[config.mk]
export PLATFORM = sky130hd
export DESIGN_NAME = nearest_downscale_rgba5551_core
export DESIGN_NICKNAME = d
export VERILOG_FILES = /design/src/sv/nds_pkg.sv /design/src/sv/nds_div.sv /design/src/sv/nds_datapath.sv /design/src/sv/nds_ctrl.sv /design/src/sv/nearest_downscale_rgba5551_core.sv
export VERILOG_INCLUDE_DIRS = /design/src /design/src/sv
export SDC_FILE = /design/constraint.sdc
export NUM_CORES = 1
export LEC_CHECK = 0
export ABC_AREA = 1
export BUFFER_PORTS_ARGS = -buffer_cell sky130_fd_sc_hd__buf_2
export CAP_MARGIN = 0
export CELL_PAD_IN_SITES_DETAIL_PLACEMENT = 1
export CELL_PAD_IN_SITES_GLOBAL_PLACEMENT = 2
export CORE_AREA = 3 3 212 297
export CTS_CLUSTER_DIAMETER = 40
export CTS_CLUSTER_SIZE = 24
export DETAILED_ROUTE_END_ITERATION = 6
export DIE_AREA = 0 0 215 300
export PLACE_DENSITY_LB_ADDON = 0.08
export SLEW_MARGIN = 0
export SYNTH_ARGS = -nofsm -noshare
export SYNTH_HDL_FRONTEND = slang
export SYNTH_SLANG_ARGS = --single-unit
[constraint.sdc]
create_clock -name i_clk -period 19.4 [get_ports i_clk]
set_input_delay 3.88 -clock i_clk [delete_from_list [all_inputs] [get_ports i_clk]]
set_output_delay 3.88 -clock i_clk [all_outputs]
set_load 0.02 [all_outputs]
[src/sv/nearest_downscale_rgba5551_core_assert.svh]
// assertion macros shared by the downscaler rtl
`ifndef NEAREST_DOWNSCALE_RGBA5551_CORE_ASSERT_SVH
`define NEAREST_DOWNSCALE_RGBA5551_CORE_ASSERT_SVH

// same-cycle implication, held off during reset
`define NDS_ASSERT_IMPL(lbl, clk, rst_n, ante, cons, msg) \
    lbl: assert property (@(posedge clk) disable iff (!rst_n) (ante) |-> (cons)) \
        else $error(msg);

// next-cycle implication, held off during reset
`define NDS_ASSERT_NEXT(lbl, clk, rst_n, ante, cons, msg) \
    lbl: assert property (@(posedge clk) disable iff (!rst_n) (ante) |=> (cons)) \
        else $error(msg);

`endif

[src/sv/nds_pkg.sv]
// types and constants shared by the downscaler modules
package nds_pkg;

    localparam int DIM_W     = 13;
    localparam int COORD_W   = 12;
    localparam int SAMPLE_W  = 8;
    localparam int PIX_W     = 16;
    localparam int CC_W      = 3;
    localparam int CFG_IDX_W = 3;
    localparam int PROD_W    = 2 * DIM_W;

    // largest source and box side, sizes saturate here
    localparam int MAX_DIM   = 4096;

    // pixel packing
    localparam int RED_LSB   = 11;
    localparam int GREEN_LSB = 6;
    localparam int BLUE_LSB  = 1;
    localparam int DROP_BITS = 3;

    // register indexes
    localparam logic [CFG_IDX_W-1:0] CFG_SOURCE_WIDTH    = 3'd0;
    localparam logic [CFG_IDX_W-1:0] CFG_SOURCE_HEIGHT   = 3'd1;
    localparam logic [CFG_IDX_W-1:0] CFG_BOX_WIDTH       = 3'd2;
    localparam logic [CFG_IDX_W-1:0] CFG_BOX_HEIGHT      = 3'd3;
    localparam logic [CFG_IDX_W-1:0] CFG_COMPONENT_COUNT = 3'd4;

    typedef enum logic [3:0] {
        S_IDLE,
        S_FIT_A,
        S_FIT_B,
        S_FIT_CHOOSE,
        S_FIT_WAIT,
        S_ROW,
        S_ROW_WAIT,
        S_PICK,
        S_PICK_START,
        S_PICK_WAIT,
        S_FINISH
    } t_state;

    typedef enum logic [3:0] {
        OP_NONE,
        OP_ACCEPT,
        OP_FIT_MUL_A,
        OP_FIT_MUL_B,
        OP_FIT_KEEP,
        OP_FIT_START,
        OP_FIT_SET,
        OP_ROW_START,
        OP_ROW_SET,
        OP_PICK,
        OP_PICK_START,
        OP_PICK_SET,
        OP_FINISH
    } t_dp_op;

    typedef struct packed {
        t_dp_op op;
    } t_dp_cmd;

    typedef struct packed {
        logic frame_start;
        logic row_start;
        logic no_shrink;
        logic pick_hit;
        logic div_busy;
        logic div_done;
        logic out_free;
    } t_dp_sts;

endpackage

[src/sv/nds_div.sv]
// restoring divider, one quotient bit per cycle
`include "nearest_downscale_rgba5551_core_assert.svh"

module nds_div (
    input  logic                        i_clk,
    input  logic                        i_rst_n,
    input  logic                        i_start,
    input  logic [nds_pkg::PROD_W-1:0]  i_dividend,
    input  logic [nds_pkg::DIM_W-1:0]   i_divisor,
    output logic [nds_pkg::PROD_W-1:0]  o_quotient,
    output logic                        o_busy,
    output logic                        o_done
);

    localparam int PW    = nds_pkg::PROD_W;
    localparam int DW    = nds_pkg::DIM_W;
    localparam int CNT_W = $clog2(PW + 1);

    logic [PW-1:0]    r_quo;
    logic [DW-1:0]    r_rem;
    logic [DW-1:0]    r_div;
    logic [CNT_W-1:0] r_cnt;
    logic             r_busy;
    logic             r_done;

    logic [DW:0]      rem_sh;
    logic [DW:0]      rem_diff;
    logic             take;
    logic [DW-1:0]    n_rem;

    always_comb begin
        rem_sh   = {r_rem, r_quo[PW-1]};
        rem_diff = rem_sh - {1'b0, r_div};
        take     = (rem_sh >= {1'b0, r_div});
        n_rem    = take ? rem_diff[DW-1:0] : rem_sh[DW-1:0];
    end

    always_ff @(posedge i_clk) begin
        if (!i_rst_n) begin
            r_busy <= 1'b0;
            r_done <= 1'b0;
            r_cnt  <= '0;
        end else begin
            r_done <= 1'b0;
            if (i_start) begin
                r_busy <= 1'b1;
                r_cnt  <= CNT_W'(PW);
            end else if (r_busy) begin
                r_cnt <= r_cnt - CNT_W'(1);
                if (r_cnt == CNT_W'(1)) begin
                    r_busy <= 1'b0;
                    r_done <= 1'b1;
                end
            end
        end
    end

    always_ff @(posedge i_clk) begin
        if (i_start) begin
            r_quo <= i_dividend;
            r_rem <= '0;
            r_div <= i_divisor;
        end else if (r_busy) begin
            r_quo <= {r_quo[PW-2:0], take};
            r_rem <= n_rem;
        end
    end

    assign o_quotient = r_quo;
    assign o_busy     = r_busy;
    assign o_done     = r_done;

    `NDS_ASSERT_IMPL(a_done_after_busy, i_clk, i_rst_n, r_done, $past(r_busy), "divider done without a running division")

endmodule

[src/sv/nds_datapath.sv]
// datapath: config, counters, fit, pick tracking, divider and result register
`include "nearest_downscale_rgba5551_core_assert.svh"

module nds_datapath (
    input  logic                              i_clk,
    input  logic                              i_rst_n,
    input  nds_pkg::t_dp_cmd                  i_cmd,
    output nds_pkg::t_dp_sts                  o_sts,
    input  logic                              i_cfg_valid,
    input  logic [nds_pkg::CFG_IDX_W-1:0]     i_cfg_index,
    input  logic [nds_pkg::DIM_W-1:0]         i_cfg_data,
    input  logic [nds_pkg::SAMPLE_W-1:0]      i_sample_first,
    input  logic [nds_pkg::SAMPLE_W-1:0]      i_sample_second,
    input  logic [nds_pkg::SAMPLE_W-1:0]      i_sample_third,
    input  logic                              i_out_ready,
    output logic                              o_out_valid,
    output logic                              o_pixel_valid,
    output logic [nds_pkg::COORD_W-1:0]       o_out_column,
    output logic [nds_pkg::COORD_W-1:0]       o_out_row,
    output logic [nds_pkg::PIX_W-1:0]         o_pixel_value,
    output logic                              o_frame_done
);

    localparam int DW = nds_pkg::DIM_W;
    localparam int CW = nds_pkg::COORD_W;
    localparam int SW = nds_pkg::SAMPLE_W;
    localparam int PW = nds_pkg::PROD_W;
    localparam int XW = nds_pkg::PIX_W;

    function automatic logic [DW-1:0] clamp_dim(input logic [DW-1:0] v);
        logic [DW-1:0] res;
        if (v == '0) begin
            res = DW'(1);
        end else if (32'(v) > nds_pkg::MAX_DIM) begin
            res = DW'(nds_pkg::MAX_DIM);
        end else begin
            res = v;
        end
        return res;
    endfunction

    // configuration
    logic [DW-1:0]             r_cfg_sw, r_cfg_sh, r_cfg_bw, r_cfg_bh;
    logic [nds_pkg::CC_W-1:0]  r_cfg_cc;

    // frame state
    logic [DW-1:0] r_col, r_row, r_fit_w, r_fit_h, r_npc, r_nps, r_cur_row;
    logic          r_fit_wide;
    logic          r_hit;
    logic [CW-1:0] r_pick_col, r_pick_row;

    // item and fit payload
    logic [SW-1:0] r_r, r_g, r_b;
    logic [PW-1:0] r_prod_a, r_prod_b;

    // result register
    logic          r_out_valid, r_out_pix_valid, r_out_done;
    logic [CW-1:0] r_out_col, r_out_row;
    logic [XW-1:0] r_out_pixel;

    logic [DW-1:0] sw_c, sh_c, bw_c, bh_c, dw_c, dh_c;
    logic [DW-1:0] mul_x, mul_y;
    logic [PW-1:0] product;
    logic          div_start, div_busy, div_done;
    logic [PW-1:0] div_dividend, div_quo;
    logic [DW-1:0] div_divisor, q_lo, q_fit;
    logic          fit_wide;
    logic [DW:0]   col_inc, row_inc;
    logic          col_wrap, row_wrap, last;
    logic          out_free;
    logic [DW-1:0] n_npc;
    logic [XW-1:0] n_pixel;

    always_comb begin
        sw_c     = clamp_dim(r_cfg_sw);
        sh_c     = clamp_dim(r_cfg_sh);
        bw_c     = clamp_dim(r_cfg_bw);
        bh_c     = clamp_dim(r_cfg_bh);
        dw_c     = (r_fit_w == '0) ? DW'(1) : r_fit_w;
        dh_c     = (r_fit_h == '0) ? DW'(1) : r_fit_h;
        fit_wide = (r_prod_a >= r_prod_b);
        col_inc  = {1'b0, r_col} + (DW + 1)'(1);
        row_inc  = {1'b0, r_row} + (DW + 1)'(1);
        col_wrap = (col_inc >= {1'b0, sw_c});
        row_wrap = (row_inc >= {1'b0, sh_c});
        last     = col_wrap && row_wrap;
        out_free = !r_out_valid || i_out_ready;
        n_npc    = r_npc + DW'(1);
        q_lo     = div_quo[DW-1:0];
        q_fit    = (q_lo == '0) ? DW'(1) : q_lo;
        n_pixel  = (XW'(r_r >> nds_pkg::DROP_BITS) << nds_pkg::RED_LSB)
                 | (XW'(r_g >> nds_pkg::DROP_BITS) << nds_pkg::GREEN_LSB)
                 | (XW'(r_b >> nds_pkg::DROP_BITS) << nds_pkg::BLUE_LSB)
                 | XW'(1);
    end

    // single shared multiplier
    always_comb begin
        mul_x = '0;
        mul_y = '0;
        unique case (i_cmd.op)
            nds_pkg::OP_FIT_MUL_A: begin
                mul_x = sw_c;
                mul_y = bh_c;
            end
            nds_pkg::OP_FIT_MUL_B: begin
                mul_x = sh_c;
                mul_y = bw_c;
            end
            nds_pkg::OP_ROW_START: begin
                mul_x = r_row;
                mul_y = dh_c;
            end
            nds_pkg::OP_PICK_START: begin
                mul_x = r_npc;
                mul_y = sw_c;
            end
            default: begin
            end
        endcase
        product = PW'(mul_x) * PW'(mul_y);
    end

    // divider operands
    always_comb begin
        div_start    = 1'b0;
        div_dividend = product;
        div_divisor  = sh_c;
        unique case (i_cmd.op)
            nds_pkg::OP_FIT_START: begin
                div_start    = 1'b1;
                div_dividend = fit_wide ? r_prod_b : r_prod_a;
                div_divisor  = fit_wide ? sw_c : sh_c;
            end
            nds_pkg::OP_ROW_START: begin
                div_start = 1'b1;
            end
            nds_pkg::OP_PICK_START: begin
                div_start   = 1'b1;
                div_divisor = dw_c;
            end
            default: begin
            end
        endcase
    end

    nds_div u_div (
        .i_clk      (i_clk),
        .i_rst_n    (i_rst_n),
        .i_start    (div_start),
        .i_dividend (div_dividend),
        .i_divisor  (div_divisor),
        .o_quotient (div_quo),
        .o_busy     (div_busy),
        .o_done     (div_done)
    );

    // configuration writes
    always_ff @(posedge i_clk) begin
        if (!i_rst_n) begin
            r_cfg_sw <= DW'(1);
            r_cfg_sh <= DW'(1);
            r_cfg_bw <= DW'(1);
            r_cfg_bh <= DW'(1);
            r_cfg_cc <= nds_pkg::CC_W'(3);
        end else if (i_cfg_valid) begin
            unique case (i_cfg_index)
                nds_pkg::CFG_SOURCE_WIDTH:    r_cfg_sw <= i_cfg_data;
                nds_pkg::CFG_SOURCE_HEIGHT:   r_cfg_sh <= i_cfg_data;
                nds_pkg::CFG_BOX_WIDTH:       r_cfg_bw <= i_cfg_data;
                nds_pkg::CFG_BOX_HEIGHT:      r_cfg_bh <= i_cfg_data;
                nds_pkg::CFG_COMPONENT_COUNT: r_cfg_cc <= i_cfg_data[nds_pkg::CC_W-1:0];
                default: begin
                end
            endcase
        end
    end

    // frame state
    always_ff @(posedge i_clk) begin
        if (!i_rst_n) begin
            r_col      <= '0;
            r_row      <= '0;
            r_fit_w    <= DW'(1);
            r_fit_h    <= DW'(1);
            r_npc      <= '0;
            r_nps      <= '0;
            r_cur_row  <= '0;
            r_fit_wide <= 1'b0;
            r_hit      <= 1'b0;
        end else begin
            unique case (i_cmd.op)
                nds_pkg::OP_FIT_KEEP: begin
                    r_fit_w <= sw_c;
                    r_fit_h <= sh_c;
                end
                nds_pkg::OP_FIT_START: begin
                    r_fit_wide <= fit_wide;
                end
                nds_pkg::OP_FIT_SET: begin
                    if (r_fit_wide) begin
                        r_fit_w <= bw_c;
                        r_fit_h <= q_fit;
                    end else begin
                        r_fit_w <= q_fit;
                        r_fit_h <= bh_c;
                    end
                end
                nds_pkg::OP_ROW_SET: begin
                    r_cur_row <= q_lo;
                    r_npc     <= '0;
                    r_nps     <= '0;
                end
                nds_pkg::OP_PICK: begin
                    r_hit <= o_sts.pick_hit;
                    if (o_sts.pick_hit) begin
                        r_npc <= n_npc;
                    end
                end
                nds_pkg::OP_PICK_SET: begin
                    r_nps <= q_lo;
                end
                nds_pkg::OP_FINISH: begin
                    if (col_wrap) begin
                        r_col <= '0;
                        r_row <= row_wrap ? '0 : row_inc[DW-1:0];
                    end else begin
                        r_col <= col_inc[DW-1:0];
                    end
                end
                default: begin
                end
            endcase
        end
    end

    // payload captures
    always_ff @(posedge i_clk) begin
        unique case (i_cmd.op)
            nds_pkg::OP_ACCEPT: begin
                r_r <= i_sample_first;
                r_g <= (r_cfg_cc >= nds_pkg::CC_W'(2)) ? i_sample_second : i_sample_first;
                r_b <= (r_cfg_cc >= nds_pkg::CC_W'(3)) ? i_sample_third : i_sample_first;
            end
            nds_pkg::OP_FIT_MUL_A: r_prod_a <= product;
            nds_pkg::OP_FIT_MUL_B: r_prod_b <= product;
            nds_pkg::OP_PICK: begin
                r_pick_col <= r_npc[CW-1:0];
                r_pick_row <= r_cur_row[CW-1:0];
            end
            default: begin
            end
        endcase
    end

    // result register
    always_ff @(posedge i_clk) begin
        if (!i_rst_n) begin
            r_out_valid <= 1'b0;
        end else if (i_cmd.op == nds_pkg::OP_FINISH && (r_hit || last)) begin
            r_out_valid <= 1'b1;
        end else if (i_out_ready) begin
            r_out_valid <= 1'b0;
        end
    end

    always_ff @(posedge i_clk) begin
        if (i_cmd.op == nds_pkg::OP_FINISH && (r_hit || last)) begin
            r_out_pix_valid <= r_hit;
            r_out_done      <= last;
            r_out_col       <= r_hit ? r_pick_col : '0;
            r_out_row       <= r_hit ? r_pick_row : '0;
            r_out_pixel     <= r_hit ? n_pixel : '0;
        end
    end

    always_comb begin
        o_sts.frame_start = (r_col == '0) && (r_row == '0);
        o_sts.row_start   = (r_col == '0);
        o_sts.no_shrink   = !((sw_c > bw_c) || (sh_c > bh_c));
        o_sts.pick_hit    = (r_npc < dw_c) && (r_col == r_nps);
        o_sts.div_busy    = div_busy;
        o_sts.div_done    = div_done;
        o_sts.out_free    = out_free;
    end

    assign o_out_valid   = r_out_valid;
    assign o_pixel_valid = r_out_pix_valid;
    assign o_out_column  = r_out_col;
    assign o_out_row     = r_out_row;
    assign o_pixel_value = r_out_pixel;
    assign o_frame_done  = r_out_done;

    `NDS_ASSERT_IMPL(a_empty_result_is_frame_end, i_clk, i_rst_n, r_out_valid && !r_out_pix_valid, r_out_done && (r_out_pixel == '0) && (r_out_col == '0), "result without a pixel is not a frame end")

endmodule

[src/sv/nds_ctrl.sv]
// controller: sequences one source pixel through fit (at frame start), row (at row start), pick and finish
`include "nearest_downscale_rgba5551_core_assert.svh"

module nds_ctrl (
    input  logic              i_clk,
    input  logic              i_rst_n,
    input  logic              i_in_valid,
    output logic              o_in_ready,
    input  nds_pkg::t_dp_sts  i_sts,
    output nds_pkg::t_dp_cmd  o_cmd
);

    nds_pkg::t_state r_state;
    nds_pkg::t_state n_state;

    always_ff @(posedge i_clk) begin
        if (!i_rst_n) begin
            r_state <= nds_pkg::S_IDLE;
        end else begin
            r_state <= n_state;
        end
    end

    // next state
    always_comb begin
        n_state = r_state;
        unique case (r_state)
            nds_pkg::S_IDLE: begin
                if (i_in_valid) begin
                    priority if (i_sts.frame_start) n_state = nds_pkg::S_FIT_A;
                    else if (i_sts.row_start)       n_state = nds_pkg::S_ROW;
                    else                            n_state = nds_pkg::S_PICK;
                end
            end
            nds_pkg::S_FIT_A:      n_state = nds_pkg::S_FIT_B;
            nds_pkg::S_FIT_B:      n_state = nds_pkg::S_FIT_CHOOSE;
            nds_pkg::S_FIT_CHOOSE: begin
                n_state = i_sts.no_shrink ? nds_pkg::S_ROW : nds_pkg::S_FIT_WAIT;
            end
            nds_pkg::S_FIT_WAIT: begin
                if (i_sts.div_done) n_state = nds_pkg::S_ROW;
            end
            nds_pkg::S_ROW:        n_state = nds_pkg::S_ROW_WAIT;
            nds_pkg::S_ROW_WAIT: begin
                if (i_sts.div_done) n_state = nds_pkg::S_PICK;
            end
            nds_pkg::S_PICK: begin
                n_state = i_sts.pick_hit ? nds_pkg::S_PICK_START : nds_pkg::S_FINISH;
            end
            nds_pkg::S_PICK_START: n_state = nds_pkg::S_PICK_WAIT;
            nds_pkg::S_PICK_WAIT: begin
                if (i_sts.div_done) n_state = nds_pkg::S_FINISH;
            end
            nds_pkg::S_FINISH: begin
                if (i_sts.out_free) n_state = nds_pkg::S_IDLE;
            end
            default: n_state = nds_pkg::S_IDLE;
        endcase
    end

    // commands
    always_comb begin
        o_cmd.op   = nds_pkg::OP_NONE;
        o_in_ready = 1'b0;
        unique case (r_state)
            nds_pkg::S_IDLE: begin
                o_in_ready = 1'b1;
                if (i_in_valid) o_cmd.op = nds_pkg::OP_ACCEPT;
            end
            nds_pkg::S_FIT_A: o_cmd.op = nds_pkg::OP_FIT_MUL_A;
            nds_pkg::S_FIT_B: o_cmd.op = nds_pkg::OP_FIT_MUL_B;
            nds_pkg::S_FIT_CHOOSE: begin
                o_cmd.op = i_sts.no_shrink ? nds_pkg::OP_FIT_KEEP : nds_pkg::OP_FIT_START;
            end
            nds_pkg::S_FIT_WAIT: begin
                if (i_sts.div_done) o_cmd.op = nds_pkg::OP_FIT_SET;
            end
            nds_pkg::S_ROW: o_cmd.op = nds_pkg::OP_ROW_START;
            nds_pkg::S_ROW_WAIT: begin
                if (i_sts.div_done) o_cmd.op = nds_pkg::OP_ROW_SET;
            end
            nds_pkg::S_PICK:       o_cmd.op = nds_pkg::OP_PICK;
            nds_pkg::S_PICK_START: o_cmd.op = nds_pkg::OP_PICK_START;
            nds_pkg::S_PICK_WAIT: begin
                if (i_sts.div_done) o_cmd.op = nds_pkg::OP_PICK_SET;
            end
            nds_pkg::S_FINISH: begin
                if (i_sts.out_free) o_cmd.op = nds_pkg::OP_FINISH;
            end
            default: begin
            end
        endcase
    end

    `NDS_ASSERT_IMPL(a_idle_divider_quiet, i_clk, i_rst_n, r_state == nds_pkg::S_IDLE, !i_sts.div_busy, "divider running while waiting for a request")
    `NDS_ASSERT_NEXT(a_finish_returns_idle, i_clk, i_rst_n, (r_state == nds_pkg::S_FINISH) && i_sts.out_free, r_state == nds_pkg::S_IDLE, "finish did not release the input side")

endmodule

[src/sv/nearest_downscale_rgba5551_core.sv]
// top level of the nearest-neighbour rgba5551 downscaler
//
//  channel   direction   handshake                 carries
//  -------   ---------   -----------------------   -----------------------------------------
//  in        sink        i_in_valid / o_in_ready   one source pixel request, row-major order
//  out       source      o_out_valid / i_out_ready destination pixel write and/or frame end
//  cfg       sink        i_cfg_valid / o_cfg_ready register index and 13-bit write data
//
//  one request is worked at a time; a pixel that is picked adds one pass of the shared
//  restoring divider for the next pick column
//  a request at the start of a source row adds the destination row division, and the
//  first pixel of a frame adds the box fit, whose division is skipped if the source fits
//  the result register frees the input side, so a waiting result only stalls the
//  following request at its finish step
//  synchronous active-low reset; configuration is always ready, with no clearing pass
module nearest_downscale_rgba5551_core (
    input  logic                             i_clk,
    input  logic                             i_rst_n,
    // source pixel requests
    input  logic                             i_in_valid,
    output logic                             o_in_ready,
    input  logic [nds_pkg::SAMPLE_W-1:0]     i_sample_first,
    input  logic [nds_pkg::SAMPLE_W-1:0]     i_sample_second,
    input  logic [nds_pkg::SAMPLE_W-1:0]     i_sample_third,
    // results
    output logic                             o_out_valid,
    input  logic                             i_out_ready,
    output logic                             o_pixel_valid,
    output logic [nds_pkg::COORD_W-1:0]      o_out_column,
    output logic [nds_pkg::COORD_W-1:0]      o_out_row,
    output logic [nds_pkg::PIX_W-1:0]        o_pixel_value,
    output logic                             o_frame_done,
    // register writes
    input  logic                             i_cfg_valid,
    output logic                             o_cfg_ready,
    input  logic [nds_pkg::CFG_IDX_W-1:0]    i_cfg_index,
    input  logic [nds_pkg::DIM_W-1:0]        i_cfg_data
);

    nds_pkg::t_dp_cmd cmd;
    nds_pkg::t_dp_sts sts;

    // registers are plain flops, a write always lands
    assign o_cfg_ready = 1'b1;

    // sequencer: steps each request through its fit, row and pick phases
    nds_ctrl u_ctrl (
        .i_clk      (i_clk),
        .i_rst_n    (i_rst_n),
        .i_in_valid (i_in_valid),
        .o_in_ready (o_in_ready),
        .i_sts      (sts),
        .o_cmd      (cmd)
    );

    // counters, fit registers, multiplier, divider and the result register
    nds_datapath u_dp (
        .i_clk           (i_clk),
        .i_rst_n         (i_rst_n),
        .i_cmd           (cmd),
        .o_sts           (sts),
        .i_cfg_valid     (i_cfg_valid),
        .i_cfg_index     (i_cfg_index),
        .i_cfg_data      (i_cfg_data),
        .i_sample_first  (i_sample_first),
        .i_sample_second (i_sample_second),
        .i_sample_third  (i_sample_third),
        .i_out_ready     (i_out_ready),
        .o_out_valid     (o_out_valid),
        .o_pixel_valid   (o_pixel_valid),
        .o_out_column    (o_out_column),
        .o_out_row       (o_out_row),
        .o_pixel_value   (o_pixel_value),
        .o_frame_done    (o_frame_done)
    );

endmodule
==> results by group, run 1 <==
Power and ir drop
  – Sw Share: 36.4%
  – Peak VDD IR: 0.0628 mV
  – Comb power frac: 22.7%
  – P_sw: 0.000893 W
  – Leak Pwr: 12.9 nW
  – Pwr/cell area: 88.7 nW/µm²
  – Clock share of power: 39.9%
  – Register share of total power: 37.4%
  – Internal cell power: 0.00156 W

Setup path
  – Slowest stage delay, CP: 0.70 ns
  – Crit path buf inv count: 8
  – WP data arrival: 8.24 ns
  – CP endpoint kind: register
  – Crit path kind: reg -> reg
  – Crit-path most repeated cell: inv_1
  – Top delay family on crit path: adder cells
  – Startpoint types: register
  – Crit Path Max Fanout: 30
  – Crit-path slowest cell: fa_1
  – CP required: 19.72 ns

Synth
  – EDFF count, synth: 171
  – Synth warnings: 0
  – Number of synthesized register bits: 343
  – Unique cell type count in the Yosys netlist: 55
  – Syn Nets: 3547
  – Mapped Avg Cell Area: 7.75 µm²
  – Gate Count Post-Synth: 3199
  – Ys async rst share: 0%
  – Top FF cell, synth: dfxtp_1
  – Post-synthesis sequential area ratio: 34.6%
  – Cell area after synthesis: 24800 µm²

Global routing
  – First-pass GRT wire length: 140000 µm
  – Antenna violations before repair: 5
  – Largest net degree at the start of global routing: 95
  – Vias in the first global route: 23.7k
  – Gr ovfl total: 0
  – GRT Util Overall: 28.3%

STA
  – Final hold violations: 0
  – Fin Clk Skew: 0.0323 ns
  – Setup tns final: 0 ns
  – Slew Viols, Final: 0
  – Fin Hold WS: 0.436 ns
  – Worst Tran Pin Value: 1.04 ns
  – Final period util: 40.8%
  – Final Critical Period: 7.92 ns
  – RSZ-0062 raised after global routing: no
  – Setup violators final: 0
  – F_max: 0.126 GHz
  – Slew HR: 30.7%

Place
  – # port buffers: 79
  – DP Area: 25800 µm²
  – HPWL Detailed: 70900 µm
  – Routability Congestion: 0.917
  – Cells after DPL: 3999

Die
  – Row count: 107
  – Die W: 215 µm
  – Core ar.: 60600 µm²
  – I/O pin count: 90
  – Die ar.: 64500 µm²
  – Initial Util: 40.9%
  – Die H: 300 µm

Finish
  – Area Overhead vs Synth: 11.5%
  – Fin cells: 4092
  – Nets: 3582
  – Filler Cells Inserted: 7458
  – Antenna diodes: 0
  – Design area: 27600 µm²
  – Share of cells above drive strength 1: 8.82%
  – Final core utilization: 45.6%

Status
  – Status: finished clean

Clock network
  – Clock latency on the worst-skew pair: 0.61 ns
  – Clock Path Buffers: 3
  – CTS tree: built
  – Clock slew at reported path FFs: 0.07 ns
  – Cts hold-fix bufs: 0
  – Inserted Clock Buffers: 50
  – Clock sinks: 343
  – Setup bufs post-CTS: 0
  – # resized after CTS: 0
  – CTS root buf: clkbuf_16
  – H-tree Lvls: 2

Min path
  – Worst Hold Class: reg -> reg

Routing
  – Antenna Nets Post-Route: 0
  – Remaining DRCs: 0
  – WL/cell: 22.2 µm
  – Initial DRT Pass Iterations: 5
  – Final wirelength: 91000 µm
  – Via Count: 21.8k
  – Starting DRT DRC Count: 1178
  – DR vias/cell: 5.32

Job
  – Maxcap violations: 0
[final timing paths]
| kind | endpoint | cells after the start | from | slack, ns |
|---|---|---|---|---|
| max | u_dp.u_div.o_quotient[20] | 29 | u_ctrl.r_state[1] | 11.48 |
| min | u_dp.r_pick_row[6] | 0 | u_dp.r_cur_row[6] | 0.44 |
| max reg2reg | u_dp.u_div.o_quotient[20] | 29 | u_ctrl.r_state[1] | 11.48 |
| min reg2reg | u_dp.r_pick_row[6] | 0 | u_dp.r_cur_row[6] | 0.44 |
[flip-flops by register name, summed over array words and instances (netlist names), 16 cells and up]
| signal | flops |
|---|---|
| u_dp.u_div.o_quotient | 26 |
| u_dp.r_prod_a | 26 |
| u_dp.o_pixel_value | 16 |
| u_dp.r_prod_b | 26 |
[cells in the mapped netlist (29+ instances only)]
| library cell | number | area [µm²] |
|---|---|---|
| nand2_1 | 676 | 2540 |
| inv_1 | 526 | 1970 |
| nor2_1 | 334 | 1250 |
| a21oi_1 | 219 | 1100 |
| ha_1 | 181 | 2260 |
| o21ai_0 | 179 | 896 |
| dfxtp_1 | 172 | 3440 |
| edfxtp_1 | 171 | 5130 |
| nand3_1 | 156 | 781 |
| fa_1 | 122 | 2440 |
| nand4_1 | 63 | 394 |
| clkbuf_1 | 59 | 221 |
| xor2_1 | 47 | 412 |
| buf_2 | 40 | 200 |
| o211ai_1 | 31 | 233 |
| inv_2 | 29 | 109 |
[cells by family after synthesis]
family,after synthesis,synth area share [%]
fa+ha+maj,303,19.0
simple gates,1342,23.2
flops,343,34.6
other cells,1,0.0151
compound gates,479,10.4
buf+inv,673,10.7
xor+xnor,58,2.05
[routing by layer]
metal,share of wire (%),up-vias,wire length [µm],global-route usage [%]
li1,-,10400,-,-
met2,52,484,47200,53.2
met5,0,-,0,0
met3,3.3,210,3030,3.12
met4,6.4,0,5870,15.4
met1,38,10700,34900,30.9
[power by group through the flow]
stage / combinational, W / sequential, W / clock (W)
floorplan: 0.000371 / 0.000893 / 0
global placement: 0.000540 / 0.000926 / 0
detailed placement: 0.000553 / 0.000931 / 0
CTS: 0.000557 / 0.000915 / 0.000998
global route: 0.000616 / 0.000922 / 0.00103
finish: 0.000556 / 0.000916 / 0.000979
[metrics by stage]
stage / power [W] / setup WS (ns)
3_3_place_gp: 0.00147 / 11.58
5_1_grt: 0.00257 / 11.18
6_report: 0.00245 / 11.48
4_1_cts: 0.00247 / 11.54
2_1_floorplan: 0.00126 / 13.35
3_5_place_dp: 0.00148 / 11.61
[cell type report]
type	instances	area [µm²]	area share, %
clock buffer	51	1280	4.62
clock inverter	42	546	1.97
inverter	557	2090	7.57
multi-input combinational	2183	13600	49.1
sequential	343	8580	31.0
tap	817	1020	3.70
timing repair buffer	99	546	1.97
[worst register-to-register path: cells and delay by family (launching register included)]
kind / cells / cell delay (ns)
buffers and inverters: 8 / 1.51
adders and majority gates: 6 / 3.25
and+or+nand+nor: 11 / 1.56
AOI/OAI and AO/OA: 4 / 0.87
DFF: 1 / 0.45
[placed cells by master, fill, tap and decap left out, types with 18 or more instances in the layout]
master	n
nand2_1	676
inv_1	525
nor2_1	332
a21oi_1	219
ha_1	181
o21ai_0	178
dfxtp_1	172
edfxtp_1	171
nand3_1	156
fa_1	122
buf_2	79
nand4_1	63
clkbuf_16	51
xor2_1	47
o211ai_1	31
inv_2	30
nor2_2	27
nor3_1	25
buf_4	20
nor4_1	18
Power figures use the tool's default switching activity.
==> inputs of run 2 (changes only) <==
--- a/config.mk
+++ b/config.mk
@@ -11,11 +11,11 @@
 export CAP_MARGIN = 0
 export CELL_PAD_IN_SITES_DETAIL_PLACEMENT = 1
 export CELL_PAD_IN_SITES_GLOBAL_PLACEMENT = 2
-export CORE_AREA = 3 3 212 297
+export CORE_AREA = 3 3 220 309
 export CTS_CLUSTER_DIAMETER = 40
 export CTS_CLUSTER_SIZE = 24
 export DETAILED_ROUTE_END_ITERATION = 6
-export DIE_AREA = 0 0 215 300
+export DIE_AREA = 0 0 223 312
 export PLACE_DENSITY_LB_ADDON = 0.08
 export SLEW_MARGIN = 0
 export SYNTH_ARGS = -nofsm -noshare
==> constraint.sdc (replaced) <==
create_clock -name i_clk -period 8 [get_ports i_clk]
set_input_delay 1.6 -clock i_clk [delete_from_list [all_inputs] [get_ports i_clk]]
set_output_delay 1.6 -clock i_clk [all_outputs]
set_load 0.02 [all_outputs]
==> results by group, run 2 (synthesis results as in run 1) <==
Status
  – Status: finished clean (unchanged)

Die
  – I/O pin count: 90 (unchanged)
  – Die W: 223 µm (was 215 µm)
  – Die ar.: 69600 µm² (was 64500 µm²)
  – Die H: 312 µm (was 300 µm)
  – Row count: 111 (was 107)
  – Core ar.: 65400 µm² (was 60600 µm²)
  – Initial Util: 37.9% (was 40.9%)

Power and ir drop
  – P_sw: 0.00216 W (was 0.000893 W)
  – Clock share of power: 41.0% (was 39.9%)
  – Sw Share: 35.6% (was 36.4%)
  – Leak Pwr: 13.0 nW (was 12.9 nW)
  – Comb power frac: 22.4% (was 22.7%)
  – Register share of total power: 36.5% (was 37.4%)
  – Peak VDD IR: 0.208 mV (was 0.0628 mV)
  – Pwr/cell area: 217 nW/µm² (was 88.7 nW/µm²)
  – Internal cell power: 0.00390 W (was 0.00156 W)

STA
  – Final period util: 90.2% (was 40.8%)
  – Slew HR: 27.3% (was 30.7%)
  – RSZ-0062 raised after global routing: no (unchanged)
  – F_max: 0.139 GHz (was 0.126 GHz)
  – Setup violators final: 0 (unchanged)
  – Final hold violations: 0 (unchanged)
  – Fin Clk Skew: 0.0240 ns (was 0.0323 ns)
  – Fin Hold WS: 0.429 ns (was 0.436 ns)
  – Final Critical Period: 7.21 ns (was 7.92 ns)
  – Worst Tran Pin Value: 1.09 ns (was 1.04 ns)
  – Slew Viols, Final: 0 (unchanged)
  – Setup tns final: 0 ns (unchanged)

Finish
  – Area Overhead vs Synth: 12.6% (was 11.5%)
  – Nets: 3604 (was 3582)
  – Leading cell type in the layout, fill and taps excluded: nand2_1 (unchanged)
  – Most frequent cells in the layout: nand2_1 (676), inv_1 (525), nor2_1 (331) (was nand2_1 (676), inv_1 (525), nor2_1 (332))
  – Antenna diodes: 0 (unchanged)
  – Share of cells above drive strength 1: 9.36% (was 8.82%)

Setup path
  – CP endpoint kind: register (unchanged)
  – Crit path kind: reg -> reg (unchanged)
  – Startpoint types: register (unchanged)
  – Crit Path Max Fanout: 13 (was 30)
  – R2R depth: 26 (was 29)
  – WP data arrival: 7.67 ns (was 8.24 ns)
  – Reg2reg end: u_dp.u_div.o_quotient[23] (was u_dp.u_div.o_quotient[20])
  – Crit-path slowest cell: fa_1 (unchanged)
  – Slowest stage delay, CP: 0.56 ns (was 0.70 ns)
  – CP required: 8.46 ns (was 19.72 ns)
  – Worst r2r src: u_dp.r_cfg_bw[9] (was u_ctrl.r_state[1])
  – Crit-path most repeated cell: nand2_1 (was inv_1)
  – FF-to-FF setup slack: 0.79 ns (was 11.48 ns)

Routing
  – Initial DRT Pass Iterations: 5 (unchanged)
  – DR vias/cell: 5.26 (was 5.32)
  – Via Count: 21.8k (about the same)
  – Antenna Nets Post-Route: 0 (unchanged)
  – Final wirelength: 92100 µm (was 91000 µm)
  – Starting DRT DRC Count: 926 (was 1178)
  – WL/cell: 22.2 µm (about the same)
  – Remaining DRCs: 0 (unchanged)

Clock network
  – Inserted Clock Buffers: 54 (was 50)
  – Clock latency on the worst-skew pair: 0.62 ns (was 0.61 ns)
  – # resized after CTS: 0 (unchanged)
  – CTS tree: built (unchanged)
  – CTS root buf: clkbuf_16 (unchanged)
  – Cts hold-fix bufs: 0 (unchanged)
  – Clock slew at reported path FFs: 0.06 ns (was 0.07 ns)
  – H-tree Lvls: 2 (unchanged)
  – Clock sinks: 343 (unchanged)
  – Setup bufs post-CTS: 0 (unchanged)
  – Clock Path Buffers: 3 (unchanged)

Place
  – Routability Congestion: 0.908 (was 0.917)
  – # port buffers: 79 (unchanged)
  – HPWL Detailed: 73200 µm (was 70900 µm)

Global routing
  – Gr ovfl total: 0 (unchanged)
  – GRT Util Overall: 26.3% (was 28.3%)
  – Largest net degree at the start of global routing: 69 (was 95)
  – First-pass GRT wire length: 141000 µm (was 140000 µm)
  – Antenna violations before repair: 5 (unchanged)
  – Vias in the first global route: 23.8k (was 23.7k)

Min path
  – Hold EP: u_dp.r_pick_row[5] (was u_dp.r_pick_row[6])
  – Worst hold start: u_dp.r_cur_row[5] (was u_dp.r_cur_row[6])
  – Worst hold path depth: 0 (unchanged)
  – Worst Hold Class: reg -> reg (unchanged)

Job
  – Maxcap violations: 0 (unchanged)
[run 2: cell type report]
cell class	count	area [µm²]
Tap cell	847	1060
Multi-Input combinational cell	2183	13600
Fill cell	8008	37500
Inverter	557	2090
Sequential cell	343	8580
Clock inverter	40	499
Timing Repair Buffer	117	681
Clock buffer	61	1420
[run 2: worst max-delay path: cells and delay by family (launching register included)]
family,cells,cell delay (ns)
xor gates and xnor gates,1,0.32
and+or+nand+nor,13,2.41
buffers and inverters,5,0.52
AOI/OAI and AO/OA,1,0.38
adders and majority gates,6,3.05
DFF,1,0.39
[run 2: metrics by stage]
step                      utilization (%)  cell area (µm²)  worst slack [ns]  power, W  cells
final                                42.7            27900             0.787   0.00606   4148
after global routing                 42.7            27900             0.304   0.00635   4148
after CTS                            42.7            27900             0.680   0.00611   4148
after detailed placement             39.7            26000             0.702   0.00361   4047
after global placement               39.7            26000             0.719   0.00356   4047
after floorplan                         -            24800              1.95   0.00306   3199
[run 2: worst max-delay path by stage]
stage / start / endpoint / slack [ns] / depth (start not counted)
after CTS: u_dp.r_cfg_bw[9] / u_dp.u_div.o_quotient[17] / 0.68 / 24
final: u_dp.r_cfg_bw[9] / u_dp.u_div.o_quotient[23] / 0.79 / 26
after floorplan: u_ctrl.r_state[3] / u_dp.r_prod_a[20] / 1.95 / 25
after detailed placement: u_dp.r_cfg_bw[9] / u_dp.u_div.o_quotient[17] / 0.70 / 24
after global placement: u_dp.r_cfg_sw[12] / u_dp.u_div.o_quotient[20] / 0.72 / 24
after global routing: u_dp.r_cfg_bw[9] / u_dp.u_div.o_quotient[23] / 0.30 / 26
[run 2: routing by layer]
metal / wire length, µm / share of wire (%) / vias up / track usage [%]
met1: 34600 / 38 / 10800 / 28.2
met5: 12 / 0.013 / - / 0
met4: 4990 / 5.4 / 2 / 12.3
met2: 49900 / 54 / 399 / 50.7
met3: 2730 / 3.0 / 200 / 3.03
li1: - / - / 10400 / -
[run 2: power groups by stage]
stage | combinational, W | clock [W] | sequential [W]
CTS | 0.00137 | 0.00253 | 0.00221
floorplan | 0.000899 | 0 | 0.00216
global route | 0.00151 | 0.00261 | 0.00223
global placement | 0.00132 | 0 | 0.00224
finish | 0.00136 | 0.00249 | 0.00221
detailed placement | 0.00136 | 0 | 0.00225
